`src/hw/rtl/ipcf_pkg.sv`:
```
`default_nettype none

package ipcf_pkg;

  // Fixed field widths of the stream payload.
  localparam int COUNT_W     = 4;
  localparam int UNIT_PORT_W = 16;
  localparam int WIN         = 8;
  localparam int IN_DATA_W   = 168;
  localparam int OUT_DATA_W  = 8;

  localparam int UNIT_BITS_DEF = 16;

  localparam int NUM_KEYS    = 17;
  localparam int KEY_MAX_LEN = 6;

  typedef enum logic [2:0] {
    REASON_NONE      = 3'd0,
    REASON_BAD_PREV  = 3'd1,
    REASON_HEX_BRACE = 3'd2,
    REASON_ZERO_DOT  = 3'd3,
    REASON_KEYWORD   = 3'd4
  } reason_t;

  // Keyword table: lowest window position a match may start at, its length,
  // and its text (unused tail bytes are zero and never compared).
  localparam int KEY_START [NUM_KEYS] = '{
    5, 5, 5, 4, 4, 4, 4, 4, 4, 0, 0, 0, 0, 0, 4, 0, 0
  };

  localparam int KEY_LEN [NUM_KEYS] = '{
    2, 2, 3, 2, 2, 2, 3, 3, 3, 5, 4, 4, 6, 6, 3, 6, 5
  };

  localparam logic [7:0] KEY_TEXT [NUM_KEYS][KEY_MAX_LEN] = '{
    '{"v", ".", 8'h00, 8'h00, 8'h00, 8'h00},
    '{"v", " ", 8'h00, 8'h00, 8'h00, 8'h00},
    '{"r", "v", ":", 8'h00, 8'h00, 8'h00},
    '{">", "=", 8'h00, 8'h00, 8'h00, 8'h00},
    '{"<", "=", 8'h00, 8'h00, 8'h00, 8'h00},
    '{"<", "<", 8'h00, 8'h00, 8'h00, 8'h00},
    '{"v", "e", "r", 8'h00, 8'h00, 8'h00},
    '{"V", "e", "r", 8'h00, 8'h00, 8'h00},
    '{"V", "E", "R", 8'h00, 8'h00, 8'h00},
    '{"r", "s", "i", "o", "n", 8'h00},
    '{"i", "o", "n", "=", 8'h00, 8'h00},
    '{"P", "S", "W", "/", 8'h00, 8'h00},
    '{"f", "l", "a", "s", "h", "="},
    '{"s", "t", "o", "n", "e", "="},
    '{"N", "S", "S", 8'h00, 8'h00, 8'h00},
    '{"/", "2", "0", "0", "1", ","},
    '{"T", "I", "_", "S", "Z", 8'h00}
  };

endpackage

`default_nettype wire

```
`src/hw/rtl/ipcf_kwmatch.sv`:
```
`default_nettype none

// Flags a context window that holds any of the version-like keywords
// wholly inside that keyword's allowed span of positions.
module ipcf_kwmatch #(
  parameter int UNIT_BITS = ipcf_pkg::UNIT_BITS_DEF
) (
  input  wire logic [UNIT_BITS-1:0] ctx [ipcf_pkg::WIN],
  output      logic                 key_hit
);

  logic [ipcf_pkg::NUM_KEYS-1:0] hit_vec;

  for (genvar k = 0; k < ipcf_pkg::NUM_KEYS; k++) begin : g_key
    logic [ipcf_pkg::WIN-1:0] pos_hit;

    for (genvar s = 0; s < ipcf_pkg::WIN; s++) begin : g_pos
      if ((s >= ipcf_pkg::KEY_START[k]) &&
          (s + ipcf_pkg::KEY_LEN[k] <= ipcf_pkg::WIN)) begin : g_on
        logic [ipcf_pkg::KEY_MAX_LEN-1:0] eq;
        for (genvar j = 0; j < ipcf_pkg::KEY_MAX_LEN; j++) begin : g_chr
          if (j < ipcf_pkg::KEY_LEN[k]) begin : g_cmp
            assign eq[j] = (ctx[s+j] == UNIT_BITS'(ipcf_pkg::KEY_TEXT[k][j]));
          end else begin : g_pad
            assign eq[j] = 1'b1;
          end
        end
        assign pos_hit[s] = &eq;
      end else begin : g_off
        assign pos_hit[s] = 1'b0;
      end
    end

    assign hit_vec[k] = |pos_hit;
  end

  assign key_hit = |hit_vec;

endmodule

`default_nettype wire

```
`src/hw/rtl/ip_address_context_filter_core.sv`:
```
// Three register stages: input capture with padding, classification, output.
// out_tvalid rises once an item reaches the output register, after the capture and classification registers.
// Throughput is one item per cycle while out_tready stays high; each stage advances whenever the next one is free.
// rst_n is synchronous and active low; it clears the stage valid bits only.
// There is no internal state between items and no clearing pass after reset.
`default_nettype none

module ip_address_context_filter_core #(
  parameter int UNIT_BITS = ipcf_pkg::UNIT_BITS_DEF
) (
  input  wire logic                            clk,
  input  wire logic                            rst_n,
  input  wire logic                            in_tvalid,
  output      logic                            in_tready,
  // context_count, prev_unit_0 .. prev_unit_7, hit_first_unit,
  // hit_second_unit, four zero bits on top
  input  wire logic [ipcf_pkg::IN_DATA_W-1:0]  in_tdata,
  output      logic                            out_tvalid,
  input  wire logic                            out_tready,
  // accepted, reject_reason, four zero bits on top
  output      logic [ipcf_pkg::OUT_DATA_W-1:0] out_tdata
);

  localparam int WIN = ipcf_pkg::WIN;
  localparam int CW  = ipcf_pkg::COUNT_W;
  localparam int UPW = ipcf_pkg::UNIT_PORT_W;

  typedef struct packed {
    logic bad_prev;
    logic hex_brace;
    logic zero_dot;
    logic keyword;
  } flags_t;

  function automatic logic is_digit(input logic [UNIT_BITS-1:0] c);
    return (c >= UNIT_BITS'("0")) && (c <= UNIT_BITS'("9"));
  endfunction

  function automatic logic is_alnum(input logic [UNIT_BITS-1:0] c);
    return is_digit(c) ||
           ((c >= UNIT_BITS'("a")) && (c <= UNIT_BITS'("z"))) ||
           ((c >= UNIT_BITS'("A")) && (c <= UNIT_BITS'("Z")));
  endfunction

  function automatic logic is_hex(input logic [UNIT_BITS-1:0] c);
    return is_digit(c) ||
           ((c >= UNIT_BITS'("a")) && (c <= UNIT_BITS'("f"))) ||
           ((c >= UNIT_BITS'("A")) && (c <= UNIT_BITS'("F")));
  endfunction

  // Stage 1: padded, masked window.
  logic                 s1_valid_r;
  logic [UNIT_BITS-1:0] s1_ctx_r [WIN];
  logic [UNIT_BITS-1:0] s1_h0_r;
  logic [UNIT_BITS-1:0] s1_h1_r;
  logic [UNIT_BITS-1:0] s1_ctx_nxt [WIN];

  // Stage 2: rule flags.
  logic   s2_valid_r;
  flags_t s2_flags_r;
  flags_t s2_flags_nxt;

  // Stage 3: output register.
  logic                s3_valid_r;
  ipcf_pkg::reason_t   s3_reason_r;
  ipcf_pkg::reason_t   s3_reason_nxt;

  logic s2_ready;
  logic s3_ready;

  logic [CW-1:0] count_raw;
  logic [CW-1:0] count_cl;
  logic          key_hit;

  assign s3_ready  = !s3_valid_r || out_tready;
  assign s2_ready  = !s2_valid_r || s3_ready;
  assign in_tready = !s1_valid_r || s2_ready;

  assign count_raw = in_tdata[CW-1:0];
  assign count_cl  = (count_raw > CW'(WIN)) ? CW'(WIN) : count_raw;

  // Position i holds a real unit when it is among the last count_cl places.
  for (genvar i = 0; i < WIN; i++) begin : g_pad
    assign s1_ctx_nxt[i] =
      ((5'(i) + 5'(count_cl)) >= 5'(WIN)) ? in_tdata[CW + UPW*i +: UNIT_BITS]
                                           : UNIT_BITS'(" ");
  end

  always_ff @(posedge clk) begin
    if (!rst_n) begin
      s1_valid_r <= 1'b0;
    end else if (in_tready) begin
      s1_valid_r <= in_tvalid;
    end
  end

  always_ff @(posedge clk) begin
    if (in_tready && in_tvalid) begin
      s1_ctx_r <= s1_ctx_nxt;
      s1_h0_r  <= in_tdata[CW + UPW*WIN +: UNIT_BITS];
      s1_h1_r  <= in_tdata[CW + UPW*(WIN+1) +: UNIT_BITS];
    end
  end

  ipcf_kwmatch #(
    .UNIT_BITS (UNIT_BITS)
  ) u_kwmatch (
    .ctx     (s1_ctx_r),
    .key_hit (key_hit)
  );

  always_comb begin
    s2_flags_nxt.bad_prev  = is_alnum(s1_ctx_r[7]) ||
                             (s1_ctx_r[7] == UNIT_BITS'(".")) ||
                             (s1_ctx_r[7] == UNIT_BITS'("-")) ||
                             (s1_ctx_r[7] == UNIT_BITS'("+"));
    s2_flags_nxt.hex_brace = is_hex(s1_ctx_r[4]) && is_hex(s1_ctx_r[5]) &&
                             is_hex(s1_ctx_r[6]) &&
                             (s1_ctx_r[7] == UNIT_BITS'("}"));
    s2_flags_nxt.zero_dot  = (s1_h0_r == UNIT_BITS'("0")) &&
                             (s1_h1_r == UNIT_BITS'("."));
    s2_flags_nxt.keyword   = key_hit;
  end

  always_ff @(posedge clk) begin
    if (!rst_n) begin
      s2_valid_r <= 1'b0;
    end else if (s2_ready) begin
      s2_valid_r <= s1_valid_r;
    end
  end

  always_ff @(posedge clk) begin
    if (s2_ready && s1_valid_r) begin
      s2_flags_r <= s2_flags_nxt;
    end
  end

  // The lowest reason code among the rules that fire wins.
  always_comb begin
    priority if (s2_flags_r.bad_prev) begin
      s3_reason_nxt = ipcf_pkg::REASON_BAD_PREV;
    end else if (s2_flags_r.hex_brace) begin
      s3_reason_nxt = ipcf_pkg::REASON_HEX_BRACE;
    end else if (s2_flags_r.zero_dot) begin
      s3_reason_nxt = ipcf_pkg::REASON_ZERO_DOT;
    end else if (s2_flags_r.keyword) begin
      s3_reason_nxt = ipcf_pkg::REASON_KEYWORD;
    end else begin
      s3_reason_nxt = ipcf_pkg::REASON_NONE;
    end
  end

  always_ff @(posedge clk) begin
    if (!rst_n) begin
      s3_valid_r <= 1'b0;
    end else if (s3_ready) begin
      s3_valid_r <= s2_valid_r;
    end
  end

  always_ff @(posedge clk) begin
    if (s3_ready && s2_valid_r) begin
      s3_reason_r <= s3_reason_nxt;
    end
  end

  assign out_tvalid = s3_valid_r;
  assign out_tdata  = {4'b0000, s3_reason_r, (s3_reason_r == ipcf_pkg::REASON_NONE)};

endmodule

`default_nettype wire

```
`config.mk`:
```
export PLATFORM = sky130hd
export DESIGN_NAME = ip_address_context_filter_core
export DESIGN_NICKNAME = d
export VERILOG_FILES = /design/src/hw/rtl/ipcf_pkg.sv /design/src/hw/rtl/ipcf_kwmatch.sv /design/src/hw/rtl/ip_address_context_filter_core.sv
export SDC_FILE = /design/constraint.sdc
export NUM_CORES = 1
export LEC_CHECK = 0
export BUFFER_PORTS_ARGS = -buffer_cell sky130_fd_sc_hd__clkbuf_2
export CELL_PAD_IN_SITES_DETAIL_PLACEMENT = 2
export CELL_PAD_IN_SITES_GLOBAL_PLACEMENT = 2
export CORE_MARGIN = 2
export CORE_UTILIZATION = 36
export DETAILED_ROUTE_END_ITERATION = 10
export PLACE_DENSITY = 0.82
export SLEW_MARGIN = 10
export SYNTH_ARGS = -nofsm -noshare
export SYNTH_HDL_FRONTEND = slang
export SYNTH_SLANG_ARGS = --single-unit
```
`constraint.sdc`:
```
create_clock -name clk -period 11.8 [get_ports clk]
set_input_delay 0.59 -clock clk [delete_from_list [all_inputs] [get_ports clk]]
set_output_delay 0.59 -clock clk [all_outputs]
set_load 0.01 [all_outputs]
```
**After elaboration in Yosys (flattened, before gate mapping)**

Cells that the tools add are included.
W data, S select, Z words.

- Output and inout bits: 10
- Flip-flop bits (word level): 170
- Word-level logic and storage cells: 287
- Bits of input ports: 172

- Mux-type cells: 4
- Add/subtract/negate cells: 7
- Reduce and logical (&&, ||, !) cells: 88
- $lt $le $gt $ge: 33
- Equality and inequality tests: 136

Operator list:

| operator | count |
|---|---|
| $eq A16 B7 Y1 const B | 94 |
| $eq A16 B6 Y1 const B | 42 |
| $ge A16 B7 Y1 const B | 8 |
| $le A16 B7 Y1 const B | 8 |
| $ge A16 B6 Y1 const B | 4 |
| $le A16 B6 Y1 const B | 4 |
| $reduce_and A6 Y1 | 9 |
| $reduce_or A49 Y1 | 1 |
| $reduce_and A4 Y1 | 10 |
| $reduce_and A5 Y1 | 8 |
| $ge A5 B4 Y1 const B | 7 |
| $reduce_and A3 Y1 | 9 |
| $reduce_and A2 Y1 | 13 |
| $add A3 B4 Y5 const A | 4 |
| $logic_and A1 B1 Y1 | 19 |
| $logic_or A1 B1 Y1 | 14 |
| $add A2 B4 Y5 const A | 2 |
| $add A1 B4 Y5 const A | 1 |
| $ge A4 B4 Y1 const B | 1 |
| $gt A4 B4 Y1 const B | 1 |
| $mux W2 | 2 |
| $mux W4 | 1 |
| $logic_not A1 Y1 | 3 |
| $logic_not A3 Y1 | 1 |
| 2 further kinds | 2 |

**Depth between registers and ports, before layout**

Gate-level depths: netlist of run 1.

- Depth in word-level cells: 7
- Gate-level depth with buffers: 9
- Mapped depth without buffers: 7

**Hierarchy**

From an unflattened synthesis of run 1, not the netlist that was laid out.

- Cells, all modules: 746
- Area total of the unflattened synthesis: 8703.3 µm²

By module, submodules not included:

| module | cells an instance | area an instance (µm²) | seq. area each (µm²) | times used |
|---|---|---|---|---|
| ip_address_context_filter_core | 402 | 6520.0 | 5074.9 | 1 |
| ipcf_kwmatch | 344 | 2183.3 | 0.0 | 1 |

**Worst setup path after synthesis of run 1**

Ideal clock, no wire load.

- Kind: register -> register
- Start: register s1_valid_r
- End: register s1_ctx_r[0] (netlist bit), enable pin
- Stages on the path, launching flop included: 2
- Path slack: 2068 ps
- Buffers on the path: 0
- Required time: 11025 ps
- Library setup time: 775 ps
- Clock period less this slack: 9732 ps
- Arrival time: 8956 ps
- Cell sequence: dfxtp_1 -> a31oi_1

- Longest elaborated chain between the ends: 3

Ends and longest elaborated chain:

| item | line | text |
|---|---|---|
| start, declared | ip_address_context_filter_core.sv:52 | `logic s1_valid_r;` |
| start signal, assigned | ip_address_context_filter_core.sv:93 | `s1_valid_r <= in_tvalid;` |
| $logic_not A1 Y1 | ip_address_context_filter_core.sv:77 | `assign in_tready = !s1_valid_r \|\| s2_ready;` |
| $logic_or A1 B1 Y1 | ip_address_context_filter_core.sv:77 |  |
| $logic_and A1 B1 Y1 | ip_address_context_filter_core.sv:98 | `if (in_tready && in_tvalid) begin` |
| end signal, assigned | ip_address_context_filter_core.sv:99 | `s1_ctx_r <= s1_ctx_nxt;` |
| end, declared | ip_address_context_filter_core.sv:53 | `logic [UNIT_BITS-1:0] s1_ctx_r [WIN];` |

No other way between the ends.
A chain may end at the register's enable or synchronous reset.

**Worst setup path after layout of run 1**

- Start: register s1_ctx_r[84] (netlist bit)
- End: register s2_flags_r[0] (netlist bit) (data pin)

- Longest elaborated chain between the ends: 3
- Elaborated cells between the ends (all ways): 40
- Classes of those cells: 18 x eq/ne; 22 x reduce/logical

Ends and longest elaborated chain:

| item | line | text |
|---|---|---|
| $eq A16 B6 Y1 or $eq A16 B7 Y1 (tied branches) | ipcf_kwmatch.sv:23 | `assign eq[j] = (ctx[s+j] == UNIT_BITS'(ipcf_pkg::KEY_TEXT[k][j]));` |
| $reduce_and A6 Y1, or another cell as far along | ipcf_kwmatch.sv:28 | `assign pos_hit[s] = &eq;` |
| $reduce_or A49 Y1 (*) | ipcf_kwmatch.sv:37 | `assign key_hit = \|hit_vec;` |
| named net key_hit | ip_address_context_filter_core.sv:73 | `logic key_hit;` |
| end signal, assigned | ip_address_context_filter_core.sv:135 | `s2_flags_r <= s2_flags_nxt;` |
| end, declared | ip_address_context_filter_core.sv:60 | `flags_t s2_flags_r;` |

Mark *: on every way through the listed nets, which the timed path passes. The rest lies on a longest branch.

==> out/qor_table.md, run 1 <==
| Stage | Item | Value |
|:---|:---|:---|
| critical path | Startpoint of the most critical setup path | s1_ctx_r[84] |
| placed design | Placed Area | 9790 um^2 |
| critical path | Register-to-register path setup slack | 8690 ps |
| detailed routing | Iteration-0 DRC Markers | 573 |
| sta | Max Transition Viols Final | 0 |
| sta | Final critical-path required period | 3110 ps |
| cts | CTS root buffer | clkbuf_16 |
| final layout | Syn-to-layout area delta | 21.0% |
| placed design | Global placer's final weighted congestion | 0.942 |
| final layout | Share of post-route cells with drive strength above 1 | 0.262 |
| die | Starting density of the core | 0.366 |
| sta | Unrepaired setup endpoints after global routing | false |
| global route | Aggregate global-route resource usage | 0.241 |
| sta | Setup TNS | 0 ps |
| die | Horizontal die dimension | 159 um |
| detailed routing | Final ANT Viol Nets | 0 |
| final layout | Final-layout fill cell count | 2463 |
| synthesis | Cell area after synthesis | 8590 um^2 |
| final layout | FF+latch area | 5070 um^2 |
| detailed routing | Initial DRT Pass Iterations | 5 |
| placed design | Count of port buffers added during placement | 173 |
| critical path | Worst path arrival time | 3380 ps |
| global route | Number of global-route vias before repair | 7450 |
| detailed routing | Wire length after detailed routing | 29700 um |
| synthesis | Proportion of synthesized chip area in sequential cells | 0.591 |
| cts | Post-cts resize count | 0 |
| cts | Level count of the clock H-tree | 4 |
| synthesis | Cells after Synth | 726 |
| detailed routing | Via/cell ratio | 5.76 |
| die | Count of pins on the block boundary | 182 |
| die | Overall die height | 159 um |
| final layout | Final Cell Area | 10400 um^2 |
| sta | Tightest Pin Transition | 1170 ps |
| cts | TritonCTS buffer count | 17 |
| die | Area of the die | 25100 um^2 |
| synthesis | Number of distinct library cells after synthesis | 62 |
| flow run | Count of maximum capacitance violations | 0 |
| global route | Initial antenna violation count | 0 |
| synthesis | Top_reg_cell synth | edfxtp_1 |
| synthesis | Number of enable-type register cells in the synthesized netlist | 167 |
| sta | Headroom to the max-slew limit | 0.210 |
| pwr | Leakage Power | 3.52 nW |
| sta | Worst hold slack | 327 ps |
| pwr | Peak supply drop | 0.0917 mV |
| global route | GRT Residual Overflow | 0 |
| cts | Post-CTS setup buffer count | 0 |
| sta | Post-route fraction of the period consumed by the critical path | 0.264 |
| cts | Clock tree from TritonCTS | built |
| detailed routing | DR WL/cell | 24.2 um |
| min path | Worst hold start | in_tdata[141] |
| die | Core Area | 23500 um^2 |
| sta | Number of setup violations in the final report | 0 |
| detailed routing | Number of vias in the routed layout | 7068 |
| min path | Hold Path Class | input port to flop |
| synthesis | Flop and latch count out of synthesis | 170 |
| cts | Clock insertion delay at the later pin of the skew report | 430 ps |
| critical path | Critical Path Sink Type | flop |
| final layout | Final layout net count | 1068 |
| cts | Clock-pin slew of the registers on the worst-case setup and hold paths | 70 ps |
| sta | Worst clock skew | 6.97 ps |
| synthesis | Avg Inst Size Synth | 11.8 um^2 |
| final layout | Antenna fix cells | 0 |
| detailed routing | Number of design rule violations left after detail routing | 0 |
| sta | Highest Clock Rate | 321 MHz |
| critical path | Worst-path fanout max | 6 |
| cts | Cts hold-fix bufs | 0 |
| synthesis | Share of synthesized registers carrying an async set or reset | 0 |
| final layout | Area of the multi-input gates | 3430 um^2 |
| cts | Clock sink total | 170 |
| critical path | Type of the setup path with the least slack | flop to flop |
| die | Number of standard-cell rows in the floorplan | 56 |
| global route | Wire length of the first global-routing pass | 44200 um |
| synthesis | Yosys warning total | 0 |
| global route | Largest net degree at the start of global routing | 68 |
| pwr | Power density over the cells | 139 nW/um^2 |
| cts | Maximum buffer depth of the clock tree | 2 |
| critical path | CP required | 12070 ps |
| critical path | Worst setup SP type | flop |
| sta | Hold Violations, Final | 0 |
| status | Result of the run | finished clean |
| critical path | Startpoint of the lowest-slack register-to-register path | s1_ctx_r[84] |
| placed design | Detailed Place HPWL | 22700 um |
kinds of logic after synthesis:
family / share of synthesized area
AO/OA/AOI/OAI: 0.0472
XOR/XNOR: 0.00102
buffers and inverters: 0.0186
flip-flops: 0.591
other: 0.000436
AND/OR/NAND/NOR: 0.342
metal layers:
| layer | routed length [um] | up-vias | GRT usage |
|---|---|---|---|
| li1 | - | 3163 | - |
| met1 | 11500 | 3502 | 0.296 |
| met2 | 15100 | 331 | 0.418 |
| met3 | 2120 | 72 | 0.0501 |
| met4 | 997 | 0 | 0.0922 |
| met5 | 0 | - | 0 |
stage by stage:
stage                      util  setup slack [ps]  power (mW)  instances
after global routing      0.443              8600        1.49       1228
after global placement    0.417              8800       0.897       1195
after detailed placement  0.417              8710       0.911       1195
after floorplan               -              2070       0.843        729
after CTS                 0.441              8780        1.46       1227
final                     0.443              8690        1.45       1228
placed cells by master, fill, tap and decap left out, types with 5 or more instances in the layout:
cell type,count
nand2b_1,14
and4b_1,7
nor3_1,21
nand3b_1,5
inv_1,7
nand2_1,36
or4_1,6
nand4b_1,12
a21oi_1,8
nor3b_1,9
or2_2,9
nand4_1,39
nor2_1,40
nor2b_1,118
and2_1,18
o21ai_0,11
a31oi_1,6
nor4_1,39
clkbuf_2,173
nor4b_1,11
nor4bb_1,20
inv_6,6
nor4_2,6
edfxtp_1,167
nand3_1,24
clkbuf_16,17
critical path, stage by stage (launching register included):
cell      delay (ps)
edfxtp_1         550
nor4bb_1         890
nand3_1          420
nor4_1           430
o21bai_1         200
a31oi_1          210
a221oi_1          90
nand4_1          150
path summary, 6_finish.rpt:
kind	end	depth (start not counted)
setup / recovery	s2_flags_r[0]	7
hold / removal	s1_h0_r[9]	1
setup reg to reg	s2_flags_r[0]	7
hold reg to reg	s3_reason_r[0]	1
registers in the layout (all words and copies together) (netlist names):
| name | count |
|---|---|
| s1_ctx_r | 128 |
| out_tvalid | 1 |
| s1_h0_r | 16 |
| s2_flags_r | 4 |
| s2_valid_r | 1 |
| s1_valid_r | 1 |
| s1_h1_r | 16 |
| s3_reason_r | 3 |
Yosys cell counts, types with 11 or more instances:
cell	n	area, um^2
edfxtp_1	167	5010
nor2b_1	118	738
nor2_1	40	150
nor4_1	40	250
nand4_1	39	244
nand2_1	36	135
nand3_1	24	120
nor3_1	22	110
nor4bb_1	21	210
and2_1	18	113
clkbuf_1	18	67.6
nand2b_1	14	87.6
nand4b_1	12	105
nor4b_1	11	96.3
o21ai_0	11	55.1
final cells by class:
class | count | share of cell area
clock inverter | 14 | 0.0120
timing repair buffer | 177 | 0.0881
tap | 319 | 0.0384
inverter | 7 | 0.00253
multi-input combinational | 523 | 0.330
clock buffer | 18 | 0.0413
sequential | 170 | 0.488
power by group:
part	leakage [nW]	internal, mW	switching, mW	total [mW]
sequential	1.64	0.721	0.0537	0.774
clock	0.268	0.279	0.265	0.544
combinational	1.62	0.0583	0.0698	0.128
total	3.52	1.06	0.389	1.45
Power figures use the tool's default switching activity.
==> inputs of run 2 (changes only) <==
CORE_UTILIZATION = 32   (was 36)
PLACE_DENSITY = 0.78   (was 0.82)
clock period = 2.5 ns   (was 11.8 ns; I/O delays follow)
==> out/qor_table.md, run 2 (synthesized netlist as in run 1, its figures left out) <==
| Stage | Item | Value | vs previous |
|:---|:---|:---|:---|
| sta | Max Transition Viols Final | 0 | unchanged |
| cts | Clock tree from TritonCTS | built |  |
| final layout | Commonest cells after routing, fill and taps aside | 173 x clkbuf_2, 167 x edfxtp_1, 117 x nor2b_1 |  |
| sta | Worst hold slack | -6.35 ps | -333 ps |
| min path | Worst-case hold path end point | s1_ctx_r[91] |  |
| final layout | Max FFs per register | 128 | unchanged |
| final layout | Final non-filler cell total | 1448 | +18% |
| status | Result of the run | complete, but fails checks |  |
| critical path | Worst path arrival time | 2760 ps | -620 ps |
| min path | Worst hold start | in_tdata[47] |  |
| critical path | Type of the setup path with the least slack | flop to flop |  |
| critical path | Critical Path Sink Type | flop |  |
| global route | GRT Residual Overflow | 0 | unchanged |
| final layout | Syn-to-layout area delta | 44.7% |  |
| cts | Maximum buffer depth of the clock tree | 2 | unchanged |
| die | Horizontal die dimension | 168 um | +5.9% |
| critical path | Worst flop-to-flop path endpoint | s2_flags_r[0] |  |
| sta | Post-route fraction of the period consumed by the critical path | 0.993 | +0.729 |
| critical path | Register-to-register path setup slack | 20 ps | -8670 ps |
| sta | Min setup slack post-route | 18.3 ps | -8670 ps |
| detailed routing | Via/cell ratio | 5.57 | -3.3% |
| flow run | Count of maximum capacitance violations | 0 | unchanged |
| final layout | Final Cell Area | 12400 um^2 | +20% |
| placed design | Placed Area | 10500 um^2 | +7.3% |
| detailed routing | Number of design rule violations left after detail routing | 0 | unchanged |
| detailed routing | Initial DRT Pass Iterations | 5 | unchanged |
| final layout | Register ranked first by flip-flop count | s1_ctx_r |  |
| detailed routing | Wire length after detailed routing | 37000 um | +25% |
| critical path | Startpoint of the lowest-slack register-to-register path | s1_ctx_r[50] |  |
| detailed routing | DR WL/cell | 25.6 um | +5.7% |
| die | Area of the die | 28200 um^2 | +12% |
| final layout | Top Registers | s1_ctx_r x128, s1_h0_r x16, s1_h1_r x16 |  |
| sta | Headroom to the max-slew limit | 0.588 | +0.378 |
| sta | Final critical-path required period | 2480 ps | -629 ps |
| critical path | CP max stage cell | edfxtp_1 |  |
| global route | Aggregate global-route resource usage | 0.264 | +0.0225 |
| sta | Number of setup violations in the final report | 0 | unchanged |
| critical path | Worst path depth | 10 | +3 |
| sta | Highest Clock Rate | 403 MHz | +25% |
| critical path | Critical path, cell by cell | buf_4 -> nor4_1 -> buf_4 -> nand2_1 -> buf_4 -> nor4_1 -> nand3_1 -> a31oi_1 -> a221oi_2 -> nand4_1 |  |
| cts | Clock-pin slew of the registers on the worst-case setup and hold paths | 80 ps | about the same |
| placed design | Minimum setup slack after placement | 36.9 ps | -8670 ps |
| critical path | R2R cell count | 10 | +3 |
| cts | TritonCTS buffer count | 17 | unchanged |
| critical path | Most repeated library cell on the critical path | buf_4 |  |
| global route | Largest net degree at the start of global routing | 97 | +43% |
| placed design | Placed instance count | 1299 | +8.7% |
| final layout | Most common cell after layout, fill and taps aside | clkbuf_2 |  |
| detailed routing | Final ANT Viol Nets | 0 | unchanged |
| min path | Hold Path Class | input port to flop |  |
| die | Core Area | 26200 um^2 | +12% |
| critical path | CP required | 2770 ps | -9300 ps |
| critical path | Crit-path max cell delay | 500 ps | -390 ps |
| sta | Hold Violations, Final | 2 | +2 |
| sta | Tightest Pin Transition | 616 ps | -554 ps |
| status | Failing checks | hold timing |  |
| die | Overall die height | 168 um | +5.9% |
| cts | Clock insertion delay at the later pin of the skew report | 450 ps | +20 ps |
| final layout | Antenna fix cells | 0 | unchanged |
| die | Count of pins on the block boundary | 182 | unchanged |
| critical path | Startpoint of the most critical setup path | s1_ctx_r[50] |  |
| cts | Level count of the clock H-tree | 4 | unchanged |
| final layout | Share of post-route cells with drive strength above 1 | 0.322 | +0.0598 |
| global route | Wire length of the first global-routing pass | 55100 um | +25% |
| die | Number of standard-cell rows in the floorplan | 59 | +5.4% |
| placed design | Global placer's final weighted congestion | 0.967 | +2.7% |
| critical path | Buffering stage count on the worst path with inverters included | 3 | +3 |
| critical path | Kind of cell adding the most delay to the critical path | simple AND/OR/NAND/NOR gates |  |
| sta | Setup TNS | 0 ps | unchanged |
| pwr | Power density over the cells | 604 nW/um^2 | +330% |
| cts | Clock sink total | 170 | unchanged |
| placed design | Count of port buffers added during placement | 173 | unchanged |
| global route | Initial antenna violation count | 0 | unchanged |
| critical path | Worst setup SP type | flop |  |
| pwr | Peak supply drop | 0.406 mV | +340% |
| pwr | Leakage Power | 4.52 nW | +28% |
| placed design | Detailed Place HPWL | 25100 um | +11% |
| min path | Number of stages on the worst hold path | 2 | +1 |
| global route | Number of global-route vias before repair | 8858 | +19% |
| cts | CTS root buffer | clkbuf_16 |  |
| detailed routing | Number of vias in the routed layout | 8060 | +14% |
| die | Starting density of the core | 0.328 | -0.0382 |
| final layout | Post-layout utilization of the core | 0.475 | +0.0316 |
| sta | Worst clock skew | 11.3 ps | +4.37 ps |
| critical path | Worst-path fanout max | 6 | unchanged |
| final layout | Final layout net count | 1272 | +19% |
| detailed routing | Iteration-0 DRC Markers | 680 | +19% |
| pwr | Overall power of the completed layout | 7.51 mW | +420% |
==> run 2: cell count changes in the layout (fill, tap and decap cells not counted), moves of 3 or more <==
cell,previous run,this run
inv_6,6,3
nor3_2,0,3
buf_4,3,99
bufinv_16,0,3
nor4_1,39,31
inv_8,4,1
dlygate4sd3_1,0,107
nor4_4,2,5
nor4bb_1,20,17
nor4_2,6,11
==> run 2: cell type report <==
type | count | area [um^2]
fill | 2623 | 13800
sequential | 170 | 5080
multi-input combinational | 523 | 3570
timing repair buffer | 381 | 2720
clock buffer | 19 | 443
tap | 335 | 419
clock inverter | 13 | 185
inverter | 7 | 26.3
==> run 2: worst max-delay path by stage <==
stage / endpoint / slack (ps)
after floorplan: s1_ctx_r[0] / -1190
after global placement: s2_flags_r[0] / 100
after detailed placement: s2_flags_r[0] / 40
after CTS: s2_flags_r[0] / 10
after global routing: s2_flags_r[0] / -40
final: s2_flags_r[0] / 20
==> run 2: repair_timing <==
item / in CTS / in global routing
endpoints found under the setup margin: 1 / 2
hold buffers: 106 / 1
pin swaps: 0 / 4
gates resized for setup: 2 / 26
buffers inserted: 0 / 10
hold endpoints to repair: 107 / 1
==> run 2: power breakdown <==
group / internal, mW / switching (mW) / total, mW
Sequential: 3.40 / 0.238 / 3.64
Combinational: 0.487 / 0.469 / 0.956
Clock: 1.63 / 1.28 / 2.91
==> run 2: per-layer routing <==
| layer | share of wire | vias to the layer above | wire [um] | track usage |
|---|---|---|---|---|
| met3 | 0.051 | 88 | 1890 | 0.0501 |
| met2 | 0.53 | 316 | 19600 | 0.481 |
| met1 | 0.38 | 4090 | 14200 | 0.304 |
| li1 | - | 3566 | - | - |
| met5 | 0 | - | 0 | 0 |
| met4 | 0.035 | 0 | 1300 | 0.105 |
==> inputs of run 3 (changes only) <==
==> constraint.sdc (replaced) <==
create_clock -name clk -period 2.5 [get_ports clk]
set_input_delay 0.25 -clock clk [delete_from_list [all_inputs] [get_ports clk]]
set_output_delay 0.25 -clock clk [all_outputs]
set_load 0.01 [all_outputs]
==> out/qor_table.md, run 3 (synthesized netlist as in run 1, its figures left out) <==
| Stage | Item | Value | vs previous |
|:---|:---|:---|:---|
| detailed routing | Number of vias in the routed layout | 7722 | -4.2% |
| critical path | CP max stage cell | edfxtp_1 |  |
| final layout | Commonest cells after routing, fill and taps aside | 173 x clkbuf_2, 167 x edfxtp_1, 117 x nor2b_1, 117 x buf_4, 40 x nor2_1 |  |
| detailed routing | Via/cell ratio | 5.55 | -0.27% |
| final layout | Top Registers | s1_ctx_r x128, s1_h0_r x16, s1_h1_r x16 |  |
| cts | CTS root buffer | clkbuf_16 |  |
| final layout | Syn-to-layout area delta | 38.1% |  |
| die | Horizontal die dimension | 168 um | unchanged |
| placed design | Detailed Place HPWL | 25400 um | +0.95% |
| detailed routing | Final ANT Viol Nets | 0 | unchanged |
| final layout | Post-layout utilization of the core | 0.453 | -0.0216 |
| global route | Initial antenna violation count | 0 | unchanged |
| placed design | Global placer's final weighted congestion | 0.972 | +0.49% |
| global route | Aggregate global-route resource usage | 0.252 | -0.0115 |
| min path | Number of stages on the worst hold path | 2 | unchanged |
| final layout | Final non-filler cell total | 1391 | -3.9% |
| sta | Post-route fraction of the period consumed by the critical path | 1.01 | +0.0190 |
| detailed routing | Iteration-0 DRC Markers | 664 | -2.4% |
| global route | Largest net degree at the start of global routing | 102 | +5.2% |
| sta | Worst clock skew | 16.5 ps | +5.19 ps |
| sta | Hold Violations, Final | 0 | -2 |
| critical path | Worst-path fanout max | 5 | -1 |
| detailed routing | DR WL/cell | 25.6 um | +0.18% |
| die | Core Area | 26200 um^2 | unchanged |
| sta | Tightest Pin Transition | 590 ps | -25.9 ps |
| sta | Highest Clock Rate | 395 MHz | -1.9% |
| critical path | Critical path, cell by cell | buf_4 -> and4bb_2 -> nand4_1 -> nor2_1 -> a31oi_1 -> o221ai_2 -> a221oi_1 -> nand4_1 |  |
| critical path | CP required | 2640 ps | -130 ps |
| status | Failing checks | setup timing |  |
| cts | Level count of the clock H-tree | 4 | unchanged |
| cts | Clock sink total | 170 | unchanged |
| critical path | Critical Path Sink Type | flop |  |
| placed design | Placed instance count | 1321 | +1.7% |
| pwr | Power density over the cells | 619 nW/um^2 | +2.5% |
| min path | Hold Path Class | input port to flop |  |
| global route | Met2 usage | 0.450 | -0.0311 |
| cts | Clock insertion delay at the later pin of the skew report | 450 ps | about the same |
| die | Area of the die | 28200 um^2 | unchanged |
| cts | Clock-pin slew of the registers on the worst-case setup and hold paths | 80 ps | about the same |
| final layout | Antenna fix cells | 0 | unchanged |
| cts | TritonCTS buffer count | 17 | unchanged |
| global route | Grt met3 use | 0.0515 | +0.00141 |
| global route | Busiest metal layer after global routing | met2 |  |
| final layout | Share of post-route cells with drive strength above 1 | 0.366 | +0.0448 |
| sta | Final critical-path required period | 2530 ps | +47.4 ps |
| global route | Number of global-route vias before repair | 8529 | -3.7% |
| sta | Number of setup violations in the final report | 1 | +1 |
| global route | GR Util met1 | 0.294 | -0.0101 |
| final layout | Register ranked first by flip-flop count | s1_ctx_r |  |
| critical path | Type of the setup path with the least slack | flop to flop |  |
| detailed routing | Number of design rule violations left after detail routing | 0 | unchanged |
| sta | Min setup slack post-route | -29.1 ps | -47.4 ps |
| detailed routing | Initial DRT Pass Iterations | 5 | unchanged |
| global route | Wire length of the first global-routing pass | 52900 um | -4.0% |
| pwr | Peak supply drop | 0.365 mV | -10% |
| status | Result of the run | complete, but fails checks |  |
| flow run | Count of maximum capacitance violations | 0 | unchanged |
| final layout | Final layout net count | 1215 | -4.5% |
| critical path | Most repeated library cell on the critical path | nand4_1 |  |
| final layout | Max FFs per register | 128 | unchanged |
| sta | Headroom to the max-slew limit | 0.603 | +0.0157 |
| final layout | Most common cell after layout, fill and taps aside | clkbuf_2 |  |
| die | Overall die height | 168 um | unchanged |
| global route | GRT Residual Overflow | 0 | unchanged |
| die | Number of standard-cell rows in the floorplan | 59 | unchanged |
| critical path | Worst path arrival time | 2670 ps | -90 ps |
| cts | Clock tree from TritonCTS | built |  |
| detailed routing | Wire length after detailed routing | 35600 um | -3.8% |
| critical path | R2R cell count | 8 | -2 |
| die | Count of pins on the block boundary | 182 | unchanged |
| placed design | Count of port buffers added during placement | 173 | unchanged |
| die | Starting density of the core | 0.328 | unchanged |
| cts | Maximum buffer depth of the clock tree | 2 | unchanged |
| pwr | Leakage Power | 4.31 nW | -4.5% |
| critical path | Worst setup SP type | flop |  |
| critical path | Crit-path max cell delay | 510 ps | about the same |
| sta | Max Transition Viols Final | 0 | unchanged |
## run 3: power by group
part / internal [mW] / total, mW / switching, mW / leakage, nW
clock: 1.51 / 2.83 / 1.32 / 0.294
combinational: 0.431 / 0.910 / 0.479 / 2.38
sequential: 3.40 / 3.61 / 0.206 / 1.64
total: 5.34 / 7.35 / 2.00 / 4.31
## run 3: what timing repair did
action / CTS / global route
setup buffers: 0 / 7
resized for setup: 2 / 40
pin swaps: 0 / 8
endpoints found under the hold margin: 29 / 2
setup endpoints to repair: 1 / 2
hold buffers: 29 / 2
## run 3: final cells by class
| type | count | area (um^2) |
|---|---|---|
| Clock buffer | 19 | 433 |
| Clock inverter | 13 | 159 |
| Fill cell | 2650 | 14300 |
| Inverter | 7 | 26.3 |
| Multi-Input combinational cell | 523 | 3650 |
| Sequential cell | 170 | 5080 |
| Tap cell | 335 | 419 |
| Timing Repair Buffer | 324 | 2110 |
## run 3: final timing paths
kind / startpoint / to / slack, ps
setup / recovery: s1_ctx_r[36] / s2_flags_r[0] / -30
hold / removal: rst_n / out_tvalid / 40
setup reg to reg: s1_ctx_r[36] / s2_flags_r[0] / -30
hold reg to reg: s2_flags_r[3] / s3_reason_r[0] / 570
## run 3: critical path, delay by kind of cell, from the launching register on
kind	cells	cell delay (ps)
flops	1	510
simple gates	4	800
compound gates	3	710
buf+inv	1	190
## run 3: routing by layer
layer  vias to the layer above  part of all wire
li1                       3448                 -
met1                      3869              0.38
met2                       323              0.52
met3                        82             0.058
met4                         0             0.038
met5                         -                 0
## run 3: stage by stage
step / area, um^2 / power, mW / setup TNS (ps) / setup WS, ps / hold WS, ps
after detailed placement: 10700 / 4.45 / -141 / -141 / 429
after global routing: 11900 / 7.59 / -91.0 / -59.4 / 26.5
after CTS: 11600 / 7.23 / 0 / 22.9 / 1.00
final: 11900 / 7.35 / -29.1 / -29.1 / 40.6
after global placement: 10700 / 4.37 / -160 / -160 / 428
after floorplan: 8630 / 3.95 / -191160 / -1190 / 349
